File: src/sv/ohs_pkg.sv
// Shared types and constants for the octant heading steer block.
`default_nettype none

package ohs_pkg;

    // Fixed field widths
    localparam int OCT_W      = 14;
    localparam int HEAD_W     = 16;
    localparam int BEAR_W     = 16;
    localparam int ACT_W      = 2;
    localparam int SUM_W      = 18;
    localparam int CFG_IDX_W  = 1;
    localparam int CFG_DATA_W = 14;
    localparam int OUT_DATA_W = ((BEAR_W + ACT_W + 7) / 8) * 8;

    // Register reset values
    localparam logic [OCT_W-1:0] OCT_RESET = 14'd6390;
    localparam logic [OCT_W-1:0] DB_RESET  = 14'd1638;

    // Configuration register indexes
    typedef enum logic [CFG_IDX_W-1:0] {
        CFG_OCTANT   = 1'b0,
        CFG_DEADBAND = 1'b1
    } t_cfg_idx;

    // Steering commands
    typedef enum logic [ACT_W-1:0] {
        TURN_RIGHT = 2'd0,
        TURN_LEFT  = 2'd1,
        STOP_RIGHT = 2'd2,
        STOP_LEFT  = 2'd3
    } t_turn;

    // How the ratio term joins the octant base angle
    typedef enum logic [1:0] {
        FOP_NONE,
        FOP_ADD,
        FOP_SUB
    } t_fop;

    // Operations of the shared difference unit
    typedef enum logic [2:0] {
        DOP_SUBX,
        DOP_SUBY,
        DOP_ABSX,
        DOP_ABSY,
        DOP_CMP
    } t_dop;

    typedef struct packed {
        logic en;
        t_dop op;
    } t_dctl;

    // Signs, zero flags and magnitude order of the position difference
    typedef struct packed {
        logic x_neg;
        logic y_neg;
        logic x_zero;
        logic y_zero;
        logic ax_gt;
        logic ax_lt;
    } t_geom;

    // Multiply/divide unit sequencer
    typedef enum logic [1:0] {
        MD_IDLE,
        MD_MUL,
        MD_DIV
    } t_md_state;

    // Top-level sequencer
    typedef enum logic [3:0] {
        S_IDLE,
        S_SUBX,
        S_SUBY,
        S_ABSX,
        S_ABSY,
        S_CMP,
        S_MDGO,
        S_MDWAIT,
        S_STWAIT,
        S_EMIT
    } t_state;

endpackage

`default_nettype wire

File: src/sv/octant_heading_steer_core.sv
// Octant heading steer: bearing toward a target and a turn command per position beat.
//
// Input stream (i_s_*): one beat carries own and target positions and the current heading.
// Output stream (o_m_*): one beat per input with the approximated bearing and turn command.
// Configuration: i_cfg_we writes i_cfg_data into octant_angle (index 0) or
// turn_deadband (index 1); write only while no beat is in progress.
// An item passes in order through the shared difference subtractor (x and y differences,
// their magnitudes and their compare), a start state for the bit-serial multiply/divide
// unit with its 14 shift-add steps and 14 restoring division steps, the three steer
// stages, a wait state, the emit state that loads the output register and the idle
// state in which the next input beat is taken; o_m_tvalid comes from the output register.
// One item is in flight at a time; the result sits in an output register, so a new
// input beat is taken while an earlier result still waits for i_m_tready. If the next
// result is ready while the output register is still full, the block holds it until
// the receiver takes the waiting beat.
// Reset (synchronous, active low) restores the default register values, clears the
// remembered turn to right and empties the output register.
`default_nettype none

module octant_heading_steer_core #(
    parameter int COORD_WIDTH     = 32,
    parameter int ANGLE_FRAC_BITS = 13,
    localparam int IN_DATA_W      = ((4 * COORD_WIDTH + ohs_pkg::HEAD_W + 7) / 8) * 8
) (
    input  logic                            i_clk,
    input  logic                            i_rst_n,
    // Configuration write port
    input  logic                            i_cfg_we,
    input  logic [ohs_pkg::CFG_IDX_W-1:0]   i_cfg_idx,
    input  logic [ohs_pkg::CFG_DATA_W-1:0]  i_cfg_data,
    // Input stream
    input  logic                            i_s_tvalid,
    output logic                            o_s_tready,
    // Fields from bit 0: own_x, own_y, target_x, target_y, heading, zero pad
    input  logic [IN_DATA_W-1:0]            i_s_tdata,
    // Output stream
    output logic                            o_m_tvalid,
    input  logic                            i_m_tready,
    // Fields from bit 0: bearing, turn_action, zero pad
    output logic [ohs_pkg::OUT_DATA_W-1:0]  o_m_tdata
);
    import ohs_pkg::*;

    localparam int CW = COORD_WIDTH;

    t_state             r_state, n_state;
    logic [OCT_W-1:0]   r_oct, r_db;
    logic               r_last_turn;
    logic [CW-1:0]      r_own_x, r_own_y, r_target_x, r_target_y;
    logic [HEAD_W-1:0]  r_heading;
    logic               r_out_valid;
    logic [BEAR_W-1:0]  r_out_bear;
    logic [ACT_W-1:0]   r_out_act;

    t_dctl              w_dctl;
    logic               w_md_start, w_md_done, w_st_done, w_load;
    logic [CW-1:0]      w_ax, w_ay, w_small, w_large;
    t_geom              w_geom;
    logic [OCT_W-1:0]   w_quo;
    logic [BEAR_W-1:0]  w_bear;
    t_turn              w_act;

    assign o_s_tready = (r_state == S_IDLE);

    // Configuration registers
    always_ff @(posedge i_clk) begin
        if (!i_rst_n) begin
            r_oct <= OCT_RESET;
            r_db  <= DB_RESET;
        end else if (i_cfg_we) begin
            case (t_cfg_idx'(i_cfg_idx))
                CFG_OCTANT:   r_oct <= i_cfg_data;
                CFG_DEADBAND: r_db  <= i_cfg_data;
                default:      r_oct <= r_oct;
            endcase
        end
    end

    // Input capture
    always_ff @(posedge i_clk) begin
        if (i_s_tvalid && o_s_tready) begin
            r_own_x    <= i_s_tdata[CW-1:0];
            r_own_y    <= i_s_tdata[2*CW-1:CW];
            r_target_x <= i_s_tdata[3*CW-1:2*CW];
            r_target_y <= i_s_tdata[4*CW-1:3*CW];
            r_heading  <= i_s_tdata[4*CW+HEAD_W-1:4*CW];
        end
    end

    // Sequencer state register
    always_ff @(posedge i_clk) begin
        if (!i_rst_n) begin
            r_state <= S_IDLE;
        end else begin
            r_state <= n_state;
        end
    end

    // Sequencer next state and controls
    always_comb begin
        n_state    = r_state;
        w_dctl     = '{en: 1'b0, op: DOP_SUBX};
        w_md_start = 1'b0;
        w_load     = 1'b0;
        case (r_state)
            S_IDLE: begin
                if (i_s_tvalid) begin
                    n_state = S_SUBX;
                end
            end
            S_SUBX: begin
                w_dctl  = '{en: 1'b1, op: DOP_SUBX};
                n_state = S_SUBY;
            end
            S_SUBY: begin
                w_dctl  = '{en: 1'b1, op: DOP_SUBY};
                n_state = S_ABSX;
            end
            S_ABSX: begin
                w_dctl  = '{en: 1'b1, op: DOP_ABSX};
                n_state = S_ABSY;
            end
            S_ABSY: begin
                w_dctl  = '{en: 1'b1, op: DOP_ABSY};
                n_state = S_CMP;
            end
            S_CMP: begin
                w_dctl  = '{en: 1'b1, op: DOP_CMP};
                n_state = S_MDGO;
            end
            S_MDGO: begin
                w_md_start = 1'b1;
                n_state    = S_MDWAIT;
            end
            S_MDWAIT: begin
                if (w_md_done) begin
                    n_state = S_STWAIT;
                end
            end
            S_STWAIT: begin
                if (w_st_done) begin
                    n_state = S_EMIT;
                end
            end
            S_EMIT: begin
                if (!r_out_valid || i_m_tready) begin
                    w_load  = 1'b1;
                    n_state = S_IDLE;
                end
            end
            default: n_state = S_IDLE;
        endcase
    end

    ohs_delta #(
        .COORD_WIDTH (COORD_WIDTH)
    ) u_delta (
        .i_clk      (i_clk),
        .i_ctl      (w_dctl),
        .i_own_x    (r_own_x),
        .i_own_y    (r_own_y),
        .i_target_x (r_target_x),
        .i_target_y (r_target_y),
        .o_ax       (w_ax),
        .o_ay       (w_ay),
        .o_geom     (w_geom)
    );

    // The smaller magnitude over the larger one
    assign w_small = w_geom.ax_gt ? w_ay : w_ax;
    assign w_large = w_geom.ax_gt ? w_ax : w_ay;

    ohs_muldiv #(
        .COORD_WIDTH (COORD_WIDTH)
    ) u_muldiv (
        .i_clk   (i_clk),
        .i_rst_n (i_rst_n),
        .i_start (w_md_start),
        .i_small (w_small),
        .i_large (w_large),
        .i_oct   (r_oct),
        .o_done  (w_md_done),
        .o_quo   (w_quo)
    );

    ohs_steer #(
        .ANGLE_FRAC_BITS (ANGLE_FRAC_BITS)
    ) u_steer (
        .i_clk       (i_clk),
        .i_rst_n     (i_rst_n),
        .i_start     (w_md_done),
        .i_geom      (w_geom),
        .i_quo       (w_quo),
        .i_oct       (r_oct),
        .i_deadband  (r_db),
        .i_heading   (r_heading),
        .i_last_turn (r_last_turn),
        .o_done      (w_st_done),
        .o_bearing   (w_bear),
        .o_action    (w_act)
    );

    // Output register and remembered turn direction
    always_ff @(posedge i_clk) begin
        if (!i_rst_n) begin
            r_out_valid <= 1'b0;
            r_last_turn <= 1'b0;
        end else begin
            if (w_load) begin
                r_out_valid <= 1'b1;
            end else if (i_m_tready) begin
                r_out_valid <= 1'b0;
            end
            if (w_load && (w_act == TURN_RIGHT)) begin
                r_last_turn <= 1'b0;
            end else if (w_load && (w_act == TURN_LEFT)) begin
                r_last_turn <= 1'b1;
            end
        end
        if (w_load) begin
            r_out_bear <= w_bear;
            r_out_act  <= w_act;
        end
    end

    assign o_m_tvalid = r_out_valid;
    assign o_m_tdata  = {{(OUT_DATA_W - BEAR_W - ACT_W){1'b0}}, r_out_act, r_out_bear};

    // The divider finishes only while the sequencer waits for it
    a_md_done_wait: assert property (@(posedge i_clk) disable iff (!i_rst_n)
        w_md_done |-> (r_state == S_MDWAIT))
        else $error("divider finished outside its wait state");

    // The steer stages finish only while the sequencer waits for them
    a_st_done_wait: assert property (@(posedge i_clk) disable iff (!i_rst_n)
        w_st_done |-> (r_state == S_STWAIT))
        else $error("steer stages finished outside their wait state");

    // A waiting output beat is never overwritten by the next result
    a_emit_holds: assert property (@(posedge i_clk) disable iff (!i_rst_n)
        (r_state == S_EMIT && r_out_valid && !i_m_tready) |=> (r_state == S_EMIT))
        else $error("result left the emit state while the output beat was stalled");

    // A stop command leaves the remembered turn unchanged
    a_stop_keeps_turn: assert property (@(posedge i_clk) disable iff (!i_rst_n)
        (w_load && (w_act == STOP_RIGHT || w_act == STOP_LEFT)) |=> $stable(r_last_turn))
        else $error("stop command changed the remembered turn");

endmodule

`default_nettype wire

File: src/sv/ohs_delta.sv
// Shared subtractor that forms the position differences, their magnitudes and their order.
`default_nettype none

module ohs_delta #(
    parameter int COORD_WIDTH = 32
) (
    input  logic                   i_clk,
    input  ohs_pkg::t_dctl         i_ctl,
    input  logic [COORD_WIDTH-1:0] i_own_x,
    input  logic [COORD_WIDTH-1:0] i_own_y,
    input  logic [COORD_WIDTH-1:0] i_target_x,
    input  logic [COORD_WIDTH-1:0] i_target_y,
    output logic [COORD_WIDTH-1:0] o_ax,
    output logic [COORD_WIDTH-1:0] o_ay,
    output ohs_pkg::t_geom          o_geom
);
    import ohs_pkg::*;

    localparam int DW = COORD_WIDTH + 1;

    logic [DW-1:0] r_dx, n_dx;
    logic [DW-1:0] r_dy, n_dy;
    t_geom         r_geom, n_geom;
    logic [DW-1:0] w_p, w_q, w_diff;

    // Operand selection for the one subtractor
    always_comb begin
        w_p = '0;
        w_q = '0;
        case (i_ctl.op)
            DOP_SUBX: begin
                w_p = {i_target_x[COORD_WIDTH-1], i_target_x};
                w_q = {i_own_x[COORD_WIDTH-1], i_own_x};
            end
            DOP_SUBY: begin
                w_p = {i_target_y[COORD_WIDTH-1], i_target_y};
                w_q = {i_own_y[COORD_WIDTH-1], i_own_y};
            end
            DOP_ABSX: begin
                w_p = r_dx[DW-1] ? '0 : r_dx;
                w_q = r_dx[DW-1] ? r_dx : '0;
            end
            DOP_ABSY: begin
                w_p = r_dy[DW-1] ? '0 : r_dy;
                w_q = r_dy[DW-1] ? r_dy : '0;
            end
            DOP_CMP: begin
                w_p = r_dx;
                w_q = r_dy;
            end
            default: begin
                w_p = '0;
                w_q = '0;
            end
        endcase
        w_diff = w_p - w_q;
    end

    // Result steering; the magnitude compare only records the order
    always_comb begin
        n_dx   = r_dx;
        n_dy   = r_dy;
        n_geom = r_geom;
        if (i_ctl.en) begin
            case (i_ctl.op)
                DOP_SUBX: n_dx = w_diff;
                DOP_SUBY: n_dy = w_diff;
                DOP_ABSX: begin
                    n_dx          = w_diff;
                    n_geom.x_neg  = r_dx[DW-1];
                    n_geom.x_zero = (r_dx == '0);
                end
                DOP_ABSY: begin
                    n_dy          = w_diff;
                    n_geom.y_neg  = r_dy[DW-1];
                    n_geom.y_zero = (r_dy == '0);
                end
                DOP_CMP: begin
                    n_geom.ax_lt = w_diff[DW-1];
                    n_geom.ax_gt = !w_diff[DW-1] && (w_diff != '0);
                end
                default: n_dx = r_dx;
            endcase
        end
    end

    always_ff @(posedge i_clk) begin
        r_dx   <= n_dx;
        r_dy   <= n_dy;
        r_geom <= n_geom;
    end

    assign o_ax   = r_dx[COORD_WIDTH-1:0];
    assign o_ay   = r_dy[COORD_WIDTH-1:0];
    assign o_geom = r_geom;

endmodule

`default_nettype wire

File: src/sv/ohs_muldiv.sv
// Bit-serial unit that forms floor(small * octant_angle / large), one bit per cycle.
`default_nettype none

module ohs_muldiv #(
    parameter int COORD_WIDTH = 32
) (
    input  logic                       i_clk,
    input  logic                       i_rst_n,
    input  logic                       i_start,
    input  logic [COORD_WIDTH-1:0]     i_small,
    input  logic [COORD_WIDTH-1:0]     i_large,
    input  logic [ohs_pkg::OCT_W-1:0]  i_oct,
    output logic                       o_done,
    output logic [ohs_pkg::OCT_W-1:0]  o_quo
);
    import ohs_pkg::*;

    localparam int NW    = COORD_WIDTH + OCT_W;
    localparam int CNT_W = $clog2(OCT_W);
    localparam logic [CNT_W-1:0] CNT_LAST = CNT_W'(OCT_W - 1);

    t_md_state              r_state, n_state;
    logic [CNT_W-1:0]       r_cnt, n_cnt;
    logic                   r_done, n_done;
    logic [NW-1:0]          r_acc, n_acc;
    logic [OCT_W-1:0]       r_mul, n_mul;
    logic [COORD_WIDTH-1:0] r_rem, n_rem;
    logic [OCT_W-1:0]       r_quo, n_quo;
    logic [NW-1:0]          w_acc_sum;
    logic [COORD_WIDTH:0]   w_trial, w_diffd;
    logic                   w_ge;

    // Shift-and-add product, multiplier bits taken MSB first
    assign w_acc_sum = {r_acc[NW-2:0], 1'b0} + (r_mul[OCT_W-1] ? NW'(i_small) : '0);

    // Restoring division step: the next numerator bit sits at the top of r_quo
    assign w_trial = {r_rem, r_quo[OCT_W-1]};
    assign w_diffd = w_trial - {1'b0, i_large};
    assign w_ge    = !w_diffd[COORD_WIDTH];

    always_comb begin
        n_state = r_state;
        n_cnt   = r_cnt;
        n_done  = 1'b0;
        n_acc   = r_acc;
        n_mul   = r_mul;
        n_rem   = r_rem;
        n_quo   = r_quo;
        case (r_state)
            MD_IDLE: begin
                if (i_start) begin
                    n_state = MD_MUL;
                    n_cnt   = '0;
                    n_acc   = '0;
                    n_mul   = i_oct;
                end
            end
            MD_MUL: begin
                n_acc = w_acc_sum;
                n_mul = {r_mul[OCT_W-2:0], 1'b0};
                n_cnt = r_cnt + CNT_W'(1);
                if (r_cnt == CNT_LAST) begin
                    // The quotient fits OCT_W bits, so the upper product bits
                    // already form the first partial remainder.
                    n_state = MD_DIV;
                    n_cnt   = '0;
                    n_rem   = w_acc_sum[NW-1:OCT_W];
                    n_quo   = w_acc_sum[OCT_W-1:0];
                end
            end
            MD_DIV: begin
                n_rem = w_ge ? w_diffd[COORD_WIDTH-1:0] : w_trial[COORD_WIDTH-1:0];
                n_quo = {r_quo[OCT_W-2:0], w_ge};
                n_cnt = r_cnt + CNT_W'(1);
                if (r_cnt == CNT_LAST) begin
                    n_state = MD_IDLE;
                    n_done  = 1'b1;
                end
            end
            default: n_state = MD_IDLE;
        endcase
    end

    always_ff @(posedge i_clk) begin
        if (!i_rst_n) begin
            r_state <= MD_IDLE;
            r_cnt   <= '0;
            r_done  <= 1'b0;
        end else begin
            r_state <= n_state;
            r_cnt   <= n_cnt;
            r_done  <= n_done;
        end
        r_acc <= n_acc;
        r_mul <= n_mul;
        r_rem <= n_rem;
        r_quo <= n_quo;
    end

    assign o_done = r_done;
    assign o_quo  = r_quo;

endmodule

`default_nettype wire

File: src/sv/ohs_steer.sv
// Bearing assembly from octant base and ratio term, saturation and turn decision.
`default_nettype none

module ohs_steer #(
    parameter int ANGLE_FRAC_BITS = 13
) (
    input  logic                        i_clk,
    input  logic                        i_rst_n,
    input  logic                        i_start,
    input  ohs_pkg::t_geom              i_geom,
    input  logic [ohs_pkg::OCT_W-1:0]   i_quo,
    input  logic [ohs_pkg::OCT_W-1:0]   i_oct,
    input  logic [ohs_pkg::OCT_W-1:0]   i_deadband,
    input  logic [ohs_pkg::HEAD_W-1:0]  i_heading,
    input  logic                        i_last_turn,
    output logic                        o_done,
    output logic [ohs_pkg::BEAR_W-1:0]  o_bearing,
    output ohs_pkg::t_turn              o_action
);
    import ohs_pkg::*;

    localparam int BEAR_FULL = (1 << (ANGLE_FRAC_BITS + 3)) - 1;
    localparam int BEAR_TOP  = (1 << BEAR_W) - 1;
    localparam logic [SUM_W-1:0] BEAR_LIM =
        SUM_W'((BEAR_FULL < BEAR_TOP) ? BEAR_FULL : BEAR_TOP);

    logic [2:0]        r_vld;
    logic [SUM_W-1:0]  r_base;
    t_fop              r_fop;
    logic [BEAR_W-1:0] r_bear;
    logic [BEAR_W-1:0] r_err;
    logic              r_hgt;

    logic [3:0]        w_mult;
    t_fop              w_fop;
    logic [SUM_W-1:0]  w_prod, w_sum;
    logic [BEAR_W-1:0] w_half;

    // Octant base multiple and the sign of the ratio term
    always_comb begin
        w_mult = 4'd0;
        w_fop  = FOP_NONE;
        if (i_geom.x_zero && i_geom.y_zero) begin
            w_mult = 4'd0;
        end else if (i_geom.x_zero) begin
            w_mult = i_geom.y_neg ? 4'd6 : 4'd2;
        end else if (i_geom.y_zero) begin
            w_mult = i_geom.x_neg ? 4'd4 : 4'd0;
        end else if (!i_geom.x_neg && !i_geom.y_neg) begin
            w_mult = i_geom.ax_gt ? 4'd0 : (i_geom.ax_lt ? 4'd2 : 4'd1);
            w_fop  = i_geom.ax_gt ? FOP_ADD : (i_geom.ax_lt ? FOP_SUB : FOP_NONE);
        end else if (i_geom.x_neg && !i_geom.y_neg) begin
            w_mult = i_geom.ax_gt ? 4'd4 : (i_geom.ax_lt ? 4'd2 : 4'd3);
            w_fop  = i_geom.ax_gt ? FOP_SUB : (i_geom.ax_lt ? FOP_ADD : FOP_NONE);
        end else if (i_geom.x_neg && i_geom.y_neg) begin
            w_mult = i_geom.ax_gt ? 4'd4 : (i_geom.ax_lt ? 4'd6 : 4'd5);
            w_fop  = i_geom.ax_gt ? FOP_ADD : (i_geom.ax_lt ? FOP_SUB : FOP_NONE);
        end else begin
            w_mult = i_geom.ax_gt ? 4'd8 : (i_geom.ax_lt ? 4'd6 : 4'd7);
            w_fop  = i_geom.ax_gt ? FOP_SUB : (i_geom.ax_lt ? FOP_ADD : FOP_NONE);
        end
    end

    assign w_prod = SUM_W'(w_mult) * SUM_W'(i_oct);

    // Add or subtract the ratio term
    always_comb begin
        case (r_fop)
            FOP_ADD: w_sum = r_base + SUM_W'(i_quo);
            FOP_SUB: w_sum = r_base - SUM_W'(i_quo);
            default: w_sum = r_base;
        endcase
    end

    // Half a turn is four octant steps
    assign w_half = {i_oct, 2'b00};

    // Three-stage sequence: base multiple, saturated bearing, heading error
    always_ff @(posedge i_clk) begin
        if (!i_rst_n) begin
            r_vld <= '0;
        end else begin
            r_vld <= {r_vld[1:0], i_start};
        end
        if (i_start) begin
            r_base <= w_prod;
            r_fop  <= w_fop;
        end
        if (r_vld[0]) begin
            r_bear <= (w_sum > BEAR_LIM) ? BEAR_LIM[BEAR_W-1:0] : w_sum[BEAR_W-1:0];
        end
        if (r_vld[1]) begin
            r_hgt <= (i_heading > r_bear);
            r_err <= (i_heading > r_bear) ? (i_heading - r_bear) : (r_bear - i_heading);
        end
    end

    // Turn decision; a stop names the last turn
    always_comb begin
        if (r_err > BEAR_W'(i_deadband)) begin
            if (r_hgt || (r_err > w_half)) begin
                o_action = TURN_RIGHT;
            end else begin
                o_action = TURN_LEFT;
            end
        end else begin
            o_action = i_last_turn ? STOP_LEFT : STOP_RIGHT;
        end
    end

    assign o_done    = r_vld[2];
    assign o_bearing = r_bear;

endmodule

`default_nettype wire

File: config.mk
export PLATFORM = sky130hd
export DESIGN_NAME = octant_heading_steer_core
export DESIGN_NICKNAME = d
export VERILOG_FILES = /design/src/sv/ohs_pkg.sv /design/src/sv/octant_heading_steer_core.sv /design/src/sv/ohs_delta.sv /design/src/sv/ohs_muldiv.sv /design/src/sv/ohs_steer.sv
export SDC_FILE = /design/constraint.sdc
export NUM_CORES = 1
export LEC_CHECK = 0
export BUFFER_PORTS_ARGS = -buffer_cell sky130_fd_sc_hd__buf_2
export CAP_MARGIN = 20
export CORE_ASPECT_RATIO = 1.5
export CORE_MARGIN = 5
export CORE_UTILIZATION = 59
export DETAILED_ROUTE_END_ITERATION = 7
export PLACE_DENSITY = 0.78
export SETUP_SLACK_MARGIN = 0.05
export SLEW_MARGIN = 20
export SYNTH_ARGS = -nofsm -noshare
export SYNTH_HDL_FRONTEND = slang
export SYNTH_SLANG_ARGS = --single-unit
File: constraint.sdc
create_clock -name i_clk -period 6.7 [get_ports i_clk]
set_input_delay 2.01 -clock i_clk [delete_from_list [all_inputs] [get_ports i_clk]]
set_output_delay 2.01 -clock i_clk [all_outputs]
set_load 0.1 [all_outputs]
==> results.md <==
- Result of the run: finished with violations
- Violations in the final reports: design-rule violations
- Multi-input combinational cell area: between 0.01 and 0.015 sq mm
- Setup repair after global routing missed its margin: no
- Seq cells post-synth: between 400 and 500
- R2r startpoint: u_delta.o_geom[5]
- Row count: 96
- Required arrival time at the worst endpoint: ~7000 ps
- Proportion of power drawn by combinational gates: about a quarter
- EDFF count, synth: ~390
- Gate Count Post-Synth: 2536
- Width of the die: between 150 and 200 um
- Average wire length per cell after detail routing: between 20 and 25 um
- Clk buf depth: 3
- Most used routing layer: met2
- Worst flop-to-flop path endpoint: u_steer.r_base[16]
- Initial drt markers: 1620
- Syn Area/Cell: between 10 and 15 sq um
- Antenna diodes: 0
- Final Slew Violations: 0
- Seq. cell area: 0.01265 sq mm
- Sw Pwr: 2.434 mW
- Global routing met1 resource utilization: 31.55%
- Total via count in the routed design: 21020
- Flop pwr share: about 44%
- Std-Cell Core Area: 0.04576 sq mm
- Number of placed instances with taps included: 3243
- Die outline height: ~270 um
- Total non-filler cell area in the finished layout: between 0.03 and 0.04 sq mm
- Termination of the worst setup path: u_steer.r_base[16]
- GRT met2 Usage: roughly 50%
- Count of unique library cells instantiated by Yosys: between 70 and 80
- Number of global-route vias before repair: between 20000 and 25000
- Slew HR: 26.55%
- Antenna violations before repair: 0
- Pin count of the biggest net entering global routing: 82
- Overflow left after global routing: 0
- GR Util met3: 3.316%
- Critical path type: flip-flop to flip-flop
- Fraction of the yosys area taken by sequential cells: 46.47%
- Final net count: slightly above 3000
- Top-area cell type share of the netlist area: 43.24%
- Total design power: about 7.8 mW
- Count of pins on the block boundary: 190
- Highest fanout seen on the critical path: 11
- Global-route wire length before repair: around 110000 um
- Area Overhead vs Synth: 10.90%
- DP Wirelength: about 56000 um
- Number of cells on the worst reg-to-reg path: 21
- CTS Sinks: between 400 and 500
- Clock tree from TritonCTS: yes
- Switching share of total power: 31.12%
- Final Hold Vio Count: 0
- Final critical path time including I/O delays and setup: between 5000 and 6000 ps
- Ratio of cells with drive above 1 in the final layout: 12.11%
- Post-synth design cell area: roughly 0.027 sq mm
- Root Buffer Master: clkbuf_16
- Post-DP Area: around 0.029 sq mm
- Longest individual stage delay on the worst path: ~610 ps
- Clock transition at the registers of the reported paths: about 60 ps
- Crit path DAT: between 6000 and 7000 ps
- Skew final: 31.12 ps
- Kind of capture point of the worst setup path: flip-flop
- TritonCTS Buffers: 43
- Worst voltage drop across the vdd grid: 0.2784 mV
- Most used flip-flop cell after synthesis: edfxtp_1
- Critical path depth in cells: 21
- Clk_lat worst skew: 580 ps
- Leak pwr: 12.18 nW
- Layout Utilization: around two thirds
- Vias per Instance: ~6.3
- Final cycle utilization of the critical path: ~86%
- Overall Global Routing Usage: 28.40%
- Gpl congestion: 1.032
- Launch point of the worst path: u_delta.o_geom[5]
- Worst-path cell with the longest stage delay: nor2_1
- CP bufs+invs: 1
- Hold-fix buffer count after cts: 0
- Number of maximum-capacitance violations: 0
- Worst min-delay path class: flip-flop to flip-flop
- Clk network pwr share: 31.2%
- Final cell count without fillers: about 3300
- Internal Dissipation: 5.388 mW
- Total of buffers placed on input and output ports: about 180
- Sum of negative setup slack: 0 ps
- Post-CTS resize count: 0
- Critical path cell sequence: xor2_1 > nor2_1 > nor2_1 > nor2_1 > nor2_1 > nand2_1 > fa_1 > fa_1 > inv_1 > fa_1 > a21o_1 > a21oi_1 > o21bai_1 > a21oi_1 > o21bai_1 > a21oi_1 > o21bai_1 > a2111oi_0 > o31ai_1 > a21oi_1 > xnor2_1
- Setup slack, reg-to-reg: between 900 and 1000 ps
- Post CTS Setup Buffer Count: 0
- Setup crit start kind: flip-flop
- Drt first pass iters: 8
- Final setup viols: 0
- Count of nets left with antenna violations after detail routing: 0
- Library cell with the largest summed area after synthesis: edfxtp_1
- Max Freq: 0.1731 GHz
- Family with the most delay on the worst path: compound AO/OA/AOI/OAI gates
- Wire length after detailed routing: around 73000 um
- Fillers: between 3000 and 4000
- Synth warnings: 0
- Depth of the CTS H-tree: 2
- Residual DRC count: 1
- Synth async-reset ratio: 0%
- Pwr per Cell Area: ~260 mW/mm^2
- Top post-synthesis cells by area: edfxtp_1 43%, ha_1 9.2%, mux2i_1 4.0%
- Die area: ~0.05 sq mm
- Slew at the pin closest to its max-slew limit: 1093 ps
- Starting density of the core: 59.49%
## per-layer routing
layer,vias up,wire (um)
met4,0,4948
li1,9789,-
met1,10080,25720
met5,-,0
met3,260,4224
met2,890,38000
## metrics by stage
stage / hold WS (ps) / worst slack [ps]
floorplan: 426.4 / 470.4
global placement: 448.1 / 1223
detailed placement: 459.1 / 1040
CTS: 469.6 / 1008
global route: 499.1 / 352.6
finish: 466.5 / 922.0
## power by group through the flow
stage / clock [mW] / sequential [mW] / combinational [mW]
CTS: 2.48 / 3.46 / 1.87
global route: 2.59 / 3.48 / 2.07
finish: 2.44 / 3.47 / 1.91
floorplan: 0 / 3.41 / 1.38
detailed placement: 0 / 3.52 / 1.86
global placement: 0 / 3.51 / 1.82
## worst register-to-register path, delay by kind of cell, from the launching register on
| kind | cells | cell delay [ps] |
|---|---|---|
| compound gates | 10 | 2090 |
| flops | 1 | 450 |
| xor+xnor | 2 | 400 |
| buf+inv | 1 | 60 |
| simple gates | 5 | 1070 |
| fa+ha+maj | 3 | 1420 |
## flip-flops by register name, summed over array words and instances, names as in the netlist, 16 cells and up
name and flops:
r_heading 16, r_out_bear 16, r_own_x 32, r_own_y 32, r_target_x 32, r_target_y 32
u_delta.r_dx 33, u_delta.r_dy 33, u_muldiv.r_acc 45, u_muldiv.r_rem 32, u_steer.o_bearing 16, u_steer.r_base 18
u_steer.r_err 16
## how the worst min path moves through the flow
| stage | cells past startpoint | start | endpoint |
|---|---|---|---|
| floorplan | 0 | u_steer.o_bearing[15] | r_out_bear[15] |
| global placement | 0 | u_steer.o_bearing[15] | r_out_bear[15] |
| detailed placement | 0 | u_steer.o_bearing[15] | r_out_bear[15] |
| CTS | 2 | r_db[8] | r_db[8] |
| global route | 0 | u_steer.o_bearing[15] | r_out_bear[15] |
| finish | 2 | r_db[8] | r_db[8] |
## kinds of logic after synthesis
group	share of synthesized area (%)
fa+ha+maj	11.40
other cells	0.01377
compound gates	17.11
mux	4.550
xor+xnor	4.665
buf+inv	3.552
flops	46.47
simple gates	12.24
## cell usage after synthesis (all sizes together), types with 30 or more instances
master / n
a21o: 67
a221o: 30
edfxtp: 392
dfxtp: 44
clkbuf: 71
a222oi: 31
a21oi: 158
mux2i: 108
o211ai: 30
o21ai: 111
nor2: 138
fa: 30
inv: 152
nor2b: 63
nor3: 47
nand2: 216
ha: 200
and2: 45
xor2: 51
nand3: 31
a21boi: 48
a22o: 33
xnor2: 94
## cells in the final DEF (no fill, tap or decap), drive strengths merged, types with 8 or more instances in the layout
master and instances:
inv 154, a21oi 158, a22o 33, fa 30, mux2i 108, xnor2 94, o21bai 20, nor2 138
xor2 51, edfxtp 392, nor2b 63, a222oi 31, a21o 67, a211o 8, nand2b 28, nor4 28
o21ai 111, nor3 47, a221o 30, clkinv 17, nand4 27, nand3 31, and3 18, a21boi 48
a211oi 9, and2 45, o21a 24, or2 11, nand2 216, clkbuf 55, a31oi 25, o211ai 30
dfxtp 44, ha 200, mux2 14, buf 210, or3 20
## final cells by class
cell class | instances | area share [%]
well taps | 588 | 2.437
clock inverters | 24 | 0.7708
clock buffers | 55 | 3.953
repair buffers | 210 | 3.705
multi-input cells | 1856 | 45.33
flip-flops and latches | 436 | 41.90
inverters | 153 | 1.902
No activity file was read; power rests on OpenSTA's default activity.
